<file path="src/dvm_pkg.sv">
// Shared types, widths and constants of the dynamic vibration magnitude block.
`timescale 1ns / 1ps

package dvm_pkg;

   localparam int SAMPLE_W                  = 16;
   localparam int WEIGHT_W                  = 16;
   localparam int OUT_FRAC_BITS             = 8;
   localparam int GRAVITY_FRACTION_BITS_DEF = 16;
   localparam int RES_W                     = SAMPLE_W + 1 + OUT_FRAC_BITS;
   localparam int SQ_W                      = 2 * RES_W - 1;
   localparam int SUM_W                     = SQ_W + 1;
   localparam int ROOT_W                    = SUM_W / 2;
   localparam int CSR_ADDR_W                = 3;
   localparam int CSR_DATA_W                = 32;

   localparam logic [WEIGHT_W-1:0] WEIGHT_RESET = 16'd64881;
   localparam logic REG_SMOOTHING_WEIGHT = 1'b0;

   typedef logic signed [SAMPLE_W-1:0] sample_type;
   typedef logic [WEIGHT_W-1:0] weight_type;
   typedef logic [SQ_W-1:0] square_type;
   typedef logic [ROOT_W-1:0] root_type;

   typedef enum logic [2:0] {
      ST_IDLE,
      ST_MAC,
      ST_UPDATE,
      ST_SQUARE,
      ST_MERGE,
      ST_ROOT,
      ST_OUT
   } state_type;

   typedef struct packed {
      logic load;
      logic mac;
      logic wbit;
      logic update;
      logic primed;
      logic square;
   } lane_ctl_type;

endpackage

</file>
<file path="src/dvm_sqrt.sv">
// Merging stage: sum of the lane squares and a one-bit-per-cycle integer square root.
`timescale 1ns / 1ps

module dvm_sqrt (
   input  logic                clock,
   input  logic                reset,
   input  logic                start,
   input  dvm_pkg::square_type sq_x,
   input  dvm_pkg::square_type sq_y,
   input  dvm_pkg::square_type sq_z,
   output logic                busy,
   output dvm_pkg::root_type   root
);
   import dvm_pkg::*;

   localparam int REM_W = ROOT_W + 2;
   localparam int CNT_W = $clog2(ROOT_W);
   localparam logic [CNT_W-1:0] CNT_LAST = CNT_W'(ROOT_W - 1);

   logic [SUM_W-1:0] sum;
   logic [SUM_W-1:0] radicand_ff, radicand_in;
   logic [REM_W-1:0] rem_ff, rem_in;
   logic [REM_W-1:0] rem_sh, trial;
   root_type         root_ff, root_in;
   logic [CNT_W-1:0] cnt_ff, cnt_in;
   logic             busy_ff, busy_in;

   always_comb begin
      sum    = {1'b0, sq_x} + {1'b0, sq_y} + {1'b0, sq_z};
      rem_sh = {rem_ff[REM_W-3:0], radicand_ff[SUM_W-1 -: 2]};
      trial  = {root_ff, 2'b01};
      radicand_in = radicand_ff;
      rem_in      = rem_ff;
      root_in     = root_ff;
      cnt_in      = cnt_ff;
      busy_in     = busy_ff;
      if (start) begin
         radicand_in = sum;
         rem_in      = '0;
         root_in     = '0;
         cnt_in      = '0;
         busy_in     = 1'b1;
      end else if (busy_ff) begin
         radicand_in = {radicand_ff[SUM_W-3:0], 2'b00};
         if (rem_sh >= trial) begin
            rem_in  = rem_sh - trial;
            root_in = {root_ff[ROOT_W-2:0], 1'b1};
         end else begin
            rem_in  = rem_sh;
            root_in = {root_ff[ROOT_W-2:0], 1'b0};
         end
         cnt_in = cnt_ff + 1'b1;
         if (cnt_ff == CNT_LAST) begin
            busy_in = 1'b0;
         end
      end
   end

   always_ff @(posedge clock) begin
      if (reset) begin
         busy_ff <= 1'b0;
         cnt_ff  <= '0;
      end else begin
         busy_ff <= busy_in;
         cnt_ff  <= cnt_in;
      end
   end

   always_ff @(posedge clock) begin
      radicand_ff <= radicand_in;
      rem_ff      <= rem_in;
      root_ff     <= root_in;
   end

   assign busy = busy_ff;
   assign root = root_ff;

endmodule

</file>
<file path="config.mk">
export PLATFORM = sky130hd
export DESIGN_NAME = dvm_sqrt
export DESIGN_NICKNAME = d
export VERILOG_FILES = /design/src/dvm_pkg.sv /design/src/dvm_sqrt.sv
export SDC_FILE = /design/constraint.sdc
export NUM_CORES = 1
export LEC_CHECK = 0
export BUFFER_PORTS_ARGS = -buffer_cell sky130_fd_sc_hd__buf_4
export CORE_MARGIN = 2
export CORE_UTILIZATION = 58
export DETAILED_ROUTE_END_ITERATION = 8
export PLACE_DENSITY = 0.86
export REMOVE_ABC_BUFFERS = 1
export SLEW_MARGIN = 20
export SYNTH_ARGS = -nofsm -noshare
export SYNTH_HDL_FRONTEND = slang
export SYNTH_SLANG_ARGS = --single-unit
</file>
<file path="constraint.sdc">
create_clock -name clock -period 4.3 [get_ports clock]
set_input_delay 0.215 -clock clock [delete_from_list [all_inputs] [get_ports clock]]
set_output_delay 0.215 -clock clock [all_outputs]
set_load 0.01 [all_outputs]
</file>
==> reports/qor.csv <==
stage;metric;value;unit
synth;syn_inst;1013;
timing;holdWs;64.8;ps
cells_and_area;fin_cells;1383;
clock_network;cts_tree;done;
clock_network;cts_resized;0;
worst_setup_path;r2r_setup_slack;900;ps
routing;drtIter0Drc;662;
placed_design;post-place-cells;1367;
clock_network;clkSlewWorstSetupHoldPaths;70;ps
pwr;power_frac_comb;0.541;
placed_design;gp_congestion;0.890;
placed_design;numPortBuffers;175;
worst_setup_path;cpPeakStageDelay;480;ps
clock_network;cts_hold_repair.buffers;0;
worst_setup_path;cp-start-kind;input port;
clock_network;cts.path.max_buffers;2;
synth;synth_async_sr_flop_share;0;
grt;grt_max_degree;80;
timing;fin_ws;822;ps
routing;num_vias;8296;
grt;grt.total_usage;0.268;
clock_network;post_cts_buffers;0;
worst_setup_path;crit_arrival;3580;ps
worst_setup_path;cp.required;4410;ps
synth;synth.cell_area;9530;µm²
die;die_h;132;µm
worst_setup_path;endpoint_kind;register;
status;status;finished, final reports clean;
placed_design;dpl.hpwl;17700;µm
synth;synth-edff-count;50;
pwr;clock_power_share;0.171;
timing;slew_viol_final;0;
timing;worst_pin_slew;1030;ps
routing;viasPerCell;6.00;
timing;fmax;0.288;GHz
routing;antenna_left;0;
worst_setup_path;path_cells;buf_4 > fa_1 > ha_1 > fa_1 > a211oi_1 > o21ai_0 > a21o_1 > o22a_1 > o41ai_1 > o31ai_1 > a21oi_1 > xnor2_1 > mux2_2;
worst_setup_path;path_max_fanout;4;
synth;yosys_register_bits;106;
synth;ys_seq_area_frac;0.275;
timing;fin_crit_sh;0.809;
pwr;p_int;2.91;mW
synth;avgSynthCellArea;9.41;µm²
synth;yosys_warnings;0;
timing;rsz0062_at_grt;no;
pwr;p_per_area;428;nW/µm²
clock_network;clockRootBuffer;clkbuf_16;
grt;grt_pass1_vias;8365;
die;row_count;46;
timing;layout_min_cycle_time;3480;ps
cells_and_area;fillers;1243;
worst_setup_path;crit_type;in -> reg;
die;dieArea;17500;µm²
clock_network;cts_sinks;106;
timing;slew_headroom;0.316;
hold_path;hold_path_class;in -> reg;
die;die_w;132;µm
worst_setup_path;crit_family;compound AO/OA/AOI/OAI gates;
pwr;ir_worst_vdd;0.339;mV
routing;first_pass_iters;5;
grt;antenna_found_initial;0;
cells_and_area;area_delta_synth_final;18.1;%
cells_and_area;diodes;0;
synth;synth_area_leaders;edfxtp_1, dfxtp_1, fa_1, ha_1, nor2_1;
worst_setup_path;cpMostUsedCell;fa_1;
job;cap_violations;0;
placed_design;dp_slack;525;ps
pwr;leakage;4.75;nW
pwr;p_sw_frac;0.397;
routing;drcViolationCount;0;
clock_network;clock_latency;360;ps
timing;setup_viol;0;
timing;clock_skew;10.1;ps
die;start_util;0.596;
grt;grt_overflow_total;0;
routing;wire_per_inst;16.8;µm
die;io_pins;176;
clock_network;cts_buffers;9;
synth;synth_ff_type;dfxtp_1;
timing;hold_viol;0;
grt;grt_pass1_wl;38900;µm
pwr;power_switching;1.91;mW
cells_and_area;drive_gt1_frac;0.232;
worst_setup_path;cp.buffers_inverters;1;
worst_setup_path;cp_slowest_cell;fa_1;
cells_and_area;layout_commonest_cell;buf_4;
clock_network;htreeDepth;3;
synth;netlist.area_leader.share;0.158;
die;coreArea;16000;µm²
cells_and_area;final_cell_mix;buf_4, nor2_1, ha_1;
synth;synth_largest_area_cell;edfxtp_1;
cells_and_area;nets;1439;
timing;setup_tns;0;ps
synth;ys_types;78;
pwr;p_seq_frac;0.287;
routing;wirelength;23200;µm
[cells in the mapped netlist (4+ instances only)]
cell,count
o2111ai_1,4
o31a_1,4
nand2_1,56
nor2_1,115
a31oi_1,6
xnor2_1,36
nor4_1,4
nand2b_1,9
buf_2,4
mux2_2,33
or3_1,5
o21a_1,10
buf_1,7
a21oi_1,74
nor3_1,14
inv_1,52
o211ai_1,8
o21bai_1,7
a21o_1,32
ha_1,77
fa_1,50
a211oi_1,19
edfxtp_1,50
dfxtp_1,56
mux2i_1,38
o21ai_0,50
a211oi_2,11
clkbuf_1,29
and4_1,4
xor2_1,24
a21boi_0,4
and3_1,8
nand3_1,12
nor2b_1,6
o31ai_1,4
a21oi_2,10
nand4_1,21
[state kept, by name, indices dropped and copies added (netlist names)]
signal	flops
busy	1
rem_ff	25
radicand_ff	50
root	25
cnt_ff	5
[through the flow]
stage	utilization	area [µm²]	power (mW)
floorplan	-	9330	3.32
global placement	0.685	11000	3.88
detailed placement	0.685	11000	3.95
CTS	0.704	11300	4.80
global route	0.704	11300	5.16
finish	0.704	11300	4.82
[area by class of cell]
| class | count | area (µm²) | share of cell area |
|---|---|---|---|
| timing repair buffer | 181 | 1360 | 0.121 |
| multi-input combinational | 812 | 6520 | 0.579 |
| sequential | 106 | 2630 | 0.233 |
| clock inverter | 3 | 22.5 | 0.00200 |
| inverter | 52 | 195 | 0.0173 |
| tap | 216 | 270 | 0.0240 |
| clock buffer | 13 | 270 | 0.0240 |
[metal layers]
metal / GRT usage / vias up / share of wire
li1: - / 4003 / -
met1: 0.327 / 3921 / 0.41
met2: 0.490 / 339 / 0.51
met3: 0.0473 / 33 / 0.063
met4: 0.0651 / 0 / 0.015
met5: 0 / - / 0
[logic make-up after synthesis]
group	count (synthesis)	share of synthesized area
multiplexers	71	0.0789
AO/OA/AOI/OAI	284	0.212
adder cells (fa/ha/maj)	127	0.206
buffers and inverters	95	0.0412
flip-flops	106	0.275
XOR/XNOR	60	0.0551
AND/OR/NAND/NOR	270	0.132
[worst paths after layout]
check | start | endpoint | cells after the start
max | sq_x[1] | radicand_ff[35] | 13
min | reset | busy | 2
max reg2reg | root[12] | rem_ff[5] | 12
min reg2reg | rem_ff[22] | rem_ff[22] | 2
[power by group through the flow]
stage	logic [mW]	registers (mW)	clock network [mW]
5_1_grt	2.88	1.40	0.873
3_3_place_gp	2.48	1.40	0
3_5_place_dp	2.55	1.40	0
4_1_cts	2.58	1.38	0.832
6_report	2.61	1.39	0.826
2_1_floorplan	1.94	1.38	0
Power figures use the tool's default switching activity.
