[config.mk]
export PLATFORM = sky130hd
export DESIGN_NAME = dvm_lane
export DESIGN_NICKNAME = d
export VERILOG_FILES = /design/src/dvm_pkg.sv /design/src/dvm_lane.sv
export SDC_FILE = /design/constraint.sdc
export NUM_CORES = 2
export LEC_CHECK = 0
export BUFFER_PORTS_ARGS = -buffer_cell sky130_fd_sc_hd__buf_2
export CAP_MARGIN = 20
export CORE_ASPECT_RATIO = 0.7
export CORE_MARGIN = 2
export CORE_UTILIZATION = 39
export CTS_BUF_LIST = sky130_fd_sc_hd__clkbuf_4 sky130_fd_sc_hd__clkbuf_8
export CTS_CLUSTER_SIZE = 25
export DETAILED_ROUTE_END_ITERATION = 6
export HOLD_SLACK_MARGIN = 0.1
export PLACE_DENSITY_LB_ADDON = 0.1
export SLEW_MARGIN = 20
export SYNTH_ARGS = -nofsm -noshare
export SYNTH_HDL_FRONTEND = slang
export SYNTH_SLANG_ARGS = --single-unit
[constraint.sdc]
create_clock -name clock -period 23.7 [get_ports clock]
set_clock_uncertainty 0.1 [all_clocks]
set_input_delay 0 -clock clock [delete_from_list [all_inputs] [get_ports clock]]
set_output_delay 0 -clock clock [all_outputs]
set_load 0.1 [all_outputs]
[src/dvm_pkg.sv]
// Shared types, widths and constants of the dynamic vibration magnitude block.
`timescale 1ns / 1ps

package dvm_pkg;

   localparam int SAMPLE_W                  = 16;
   localparam int WEIGHT_W                  = 16;
   localparam int OUT_FRAC_BITS             = 8;
   localparam int GRAVITY_FRACTION_BITS_DEF = 16;
   localparam int RES_W                     = SAMPLE_W + 1 + OUT_FRAC_BITS;
   localparam int SQ_W                      = 2 * RES_W - 1;
   localparam int SUM_W                     = SQ_W + 1;
   localparam int ROOT_W                    = SUM_W / 2;
   localparam int CSR_ADDR_W                = 3;
   localparam int CSR_DATA_W                = 32;

   localparam logic [WEIGHT_W-1:0] WEIGHT_RESET = 16'd64881;
   localparam logic REG_SMOOTHING_WEIGHT = 1'b0;

   typedef logic signed [SAMPLE_W-1:0] sample_type;
   typedef logic [WEIGHT_W-1:0] weight_type;
   typedef logic [SQ_W-1:0] square_type;
   typedef logic [ROOT_W-1:0] root_type;

   typedef enum logic [2:0] {
      ST_IDLE,
      ST_MAC,
      ST_UPDATE,
      ST_SQUARE,
      ST_MERGE,
      ST_ROOT,
      ST_OUT
   } state_type;

   typedef struct packed {
      logic load;
      logic mac;
      logic wbit;
      logic update;
      logic primed;
      logic square;
   } lane_ctl_type;

endpackage

[src/dvm_lane.sv]
// One axis lane: gravity estimate, bit-serial filter multiply, residual and its square.
`timescale 1ns / 1ps

module dvm_lane #(
   parameter int GRAVITY_FRACTION_BITS = dvm_pkg::GRAVITY_FRACTION_BITS_DEF
) (
   input  logic                 clock,
   input  logic                 reset,
   input  dvm_pkg::lane_ctl_type ctl,
   input  dvm_pkg::sample_type  sample,
   output dvm_pkg::square_type  square
);
   import dvm_pkg::*;

   localparam int GW = SAMPLE_W + GRAVITY_FRACTION_BITS;
   localparam int DW = GW + 1;
   localparam int PW = DW + WEIGHT_W;
   localparam int SH = GRAVITY_FRACTION_BITS - OUT_FRAC_BITS;

   logic signed [GW-1:0]        gravity_ff, gravity_in;
   logic signed [GW-1:0]        scaled_ff, scaled_in;
   logic signed [DW-1:0]        gap_ff, gap_in;
   logic signed [DW-1:0]        step, neg_step;
   logic signed [PW-1:0]        acc_ff, acc_in;
   logic signed [RES_W-1:0]     res_ff, res_in;
   logic signed [2*RES_W-1:0]   prod;
   square_type                  square_ff, square_in;

   always_comb begin
      scaled_in = {sample, {GRAVITY_FRACTION_BITS{1'b0}}};
      gap_in    = {gravity_ff[GW-1], gravity_ff} - {scaled_in[GW-1], scaled_in};
      if (ctl.load) begin
         acc_in = '0;
      end else if (ctl.mac) begin
         acc_in = (acc_ff <<< 1)
                + (ctl.wbit ? {{WEIGHT_W{gap_ff[DW-1]}}, gap_ff} : {PW{1'b0}});
      end else begin
         acc_in = acc_ff;
      end
      step     = $signed(acc_ff[PW-1:WEIGHT_W]);
      neg_step = -step;
      if (ctl.primed) begin
         gravity_in = scaled_ff + $signed(step[GW-1:0]);
         res_in     = $signed(neg_step[DW-1:SH]);
      end else begin
         gravity_in = scaled_ff;
         res_in     = '0;
      end
      prod      = res_ff * res_ff;
      square_in = prod[SQ_W-1:0];
   end

   always_ff @(posedge clock) begin
      if (reset) begin
         gravity_ff <= '0;
      end else if (ctl.update) begin
         gravity_ff <= gravity_in;
      end
   end

   always_ff @(posedge clock) begin
      acc_ff <= acc_in;
      if (ctl.load) begin
         scaled_ff <= scaled_in;
         gap_ff    <= gap_in;
      end
      if (ctl.update) begin
         res_ff <= res_in;
      end
      if (ctl.square) begin
         square_ff <= square_in;
      end
   end

   assign square = square_ff;

endmodule

==> qor.csv <==
metric,value,unit
CP max stage delay,0.98,ns
port bufs,71,
CP endpoint,square[47],
MaxCap Viol Count,0,
Final Hold Viols,0,
layout cell share with drive strength beyond 1,5.49,%
fin crit period,8.95,ns
Total GRT Usage,20.1,%
syn_area_per_cell,9.59,um2
post-synthesis sequential area ratio,16.7,%
routed length per instance,17.7,um
CORE AREA,80600,um2
RSZ-0062 raised after global routing,no,
grt ovf,0,
Synth Flop Type,edfxtp_1,
Hold WC Path Type,in -> reg,
count of nets after finishing,4229,
die area,83600,um2
"count leader, synth",inv_1,
Via density,4.90,
"top cells by count, synth","inv_1, fa_1, nand2_1, ha_1, nor2_1",
Num CTS Buffers,41,
CP most frequent cell,fa_1,
vias in the first global route,24416,
Crit path max-delay family,adder cells,
CTS resizes,0,
Hold Slack,0.263,ns
Netlist cell types,73,
I/O pin count,73,
first-pass GRT wire length,132000,um
Post-Synthesis Cells,3303,
clock latency on the worst-skew pair,0.66,ns
total iterations of the first detailed-routing run,7,
Multi-input gate area,23200,um2
Critical Path AT,9.22,ns
final weighted congestion in routability-driven placement,0.858,
Fillers,8002,
Post-Syn Area,31700,um2
Synth Register Bits,203,
Cell Rows,87,
R2R depth,24,
storage element area,5290,um2
Synth-to-Final Area Change,8.81,%
dominant cells by area after synthesis,"fa_1, edfxtp_1, ha_1, inv_1, dfxtp_1",
vias post-DR,21928,
clock root buffer,clkbuf_8,
dpl hpwl,63100,um
CTS tree,built,
DRT antenna net count,0,
R2R Setup Slk,14.75,ns
endpoints failing setup,0,
Routed WL,79200,um
run status,finished clean,
Syn Nets,4159,
CP Capture Type,register,
CTS max path bufs,3,
DRT iter0 DRCs,1099,
initial antenna violation count,3,
ys async rst share,0,%
Die Height,243,um
number of enable flip-flop cells after synthesis,122,
reg2reg start,res_ff[9],
CP Max Fanout,21,
Worst EP required,23.97,ns
CP Class,reg -> reg,
die width,345,um
Tcrit/Tclk final,37.8,%
Post-DP Area,33200,um2
slowest CP cell,edfxtp_1,
crit path from,res_ff[9],
Yosys top cell area share,38.0,%
H-tree lvl count,2,
max_slew headroom,27.1,%
Yosys warnings,0,
TNS Setup,0,ns
Worst-Margin Slew,1.09,ns
Sink Count,203,
post-layout util,42.8,%
cells along the critical path,inv_1 -> nor2_1 -> inv_1 -> fa_1 -> inv_1 -> fa_1 -> fa_1 -> ha_1 -> inv_1 -> fa_1 -> inv_1 -> fa_1 -> fa_1 -> ha_1 -> nand2_1 -> nor2_1 -> o21ai_0 -> o211a_1 -> o41a_1 -> o211ai_1 -> a41oi_1 -> a22oi_1 -> a221oi_1 -> xnor2_1,
DRC viols,0,
R2R Path End,square[47],
clk slew on worst S/H paths,0.06,ns
Final Max Tran Viols,0,
leading area contributor after synthesis,fa_1,
Setup crit start kind,register,
largest net degree at the start of global routing,90,
CP bufs+invs,5,
Finished Cell Area,34500,um2
Critical Path Stages,24,
initial core utilization,39.3,%
highest clock rate,112,MHz
## layout make-up
cell class | instances | share of cell area, %
well taps | 1068 | 3.88
multi-input cells | 2238 | 67.2
inverters | 751 | 8.17
diodes | 1 | 0.00726
clock buffers | 53 | 1.97
flip-flops and latches | 203 | 15.3
repair buffers | 138 | 2.79
clock inverters | 22 | 0.668
## worst register-to-register path, delay by kind of cell (launching register included)
| family | cells | cell delay, ns |
|---|---|---|
| and+or+nand+nor | 3 | 0.48 |
| adders and majority gates | 8 | 3.55 |
| AOI/OAI and AO/OA | 7 | 2.68 |
| DFF | 1 | 0.98 |
| xor gates and xnor gates | 1 | 0.17 |
| buffers and inverters | 5 | 0.74 |
## per-stage QoR
| step | cells | worst slack, ns |
|---|---|---|
| 2_1_floorplan | 3303 | 16.05 |
| 3_3_place_gp | 4357 | 15.01 |
| 3_5_place_dp | 4357 | 14.85 |
| 4_1_cts | 4473 | 14.82 |
| 5_1_grt | 4474 | 14.42 |
| 6_report | 4474 | 14.75 |
## timing repair
| item | in CTS | in global routing |
|---|---|---|
| hold endpoints to repair | 210 | 0 |
| hold buffers | 41 | 0 |
| setup buffers | 0 | 0 |
| setup endpoints to repair | 0 | 0 |
## cells in the final DEF, fill, tap and decap left out, types with 8 or more instances in the layout
master / count
inv_1: 749
fa_1: 601
nand2_1: 253
ha_1: 231
nor2_1: 175
and2_1: 151
a21oi_1: 151
edfxtp_1: 122
xnor2_1: 101
dfxtp_1: 81
o21ai_0: 76
buf_2: 70
a21o_1: 46
clkbuf_8: 45
nand2b_1: 42
dlygate4sd3_1: 41
nand3_1: 40
mux2i_1: 39
xor2_1: 36
nor2b_1: 35
nor3_1: 31
buf_4: 27
a211oi_1: 25
and3_1: 24
o21bai_1: 21
a31oi_1: 16
nand4_1: 14
o21a_1: 11
clkinv_1: 10
a21boi_0: 10
or3_1: 8
clkbuf_4: 8
## sequential cells by signal, summed over array words and instances (netlist names)
register and flops:
acc_ff 49, gap_ff 33, gravity_ff 32, res_ff 25, scaled_ff 16, square 48
## worst min path at each step
stage	from	to	slack [ns]	depth (start not counted)
after floorplan	reset	gravity_ff[16]	-0.03	1
after global placement	sample[9]	scaled_ff[25]	0.09	1
after detailed placement	sample[9]	scaled_ff[25]	0.1	1
after CTS	sample[0]	gap_ff[16]	0.19	4
after global routing	sample[0]	gap_ff[16]	0.26	4
final	sample[0]	gap_ff[16]	0.26	4
## cells by family after synthesis
logic type	synth area share [%]
DFF	16.7
and+or+nand+nor	12.7
muxes	1.23
adders and majority gates	47.1
xor gates and xnor gates	3.79
AOI/OAI and AO/OA	8.31
other	0.0118
buffers and inverters	10.2
## metal layers
metal,wire [um],track usage [%]
met5,20,0
met3,3540,3.48
met4,1660,4.48
met2,34300,30.5
met1,39700,29.8
Power is not shown: default switching activity piles up to over one toggle a cycle in this logic, so the estimate is an artifact.
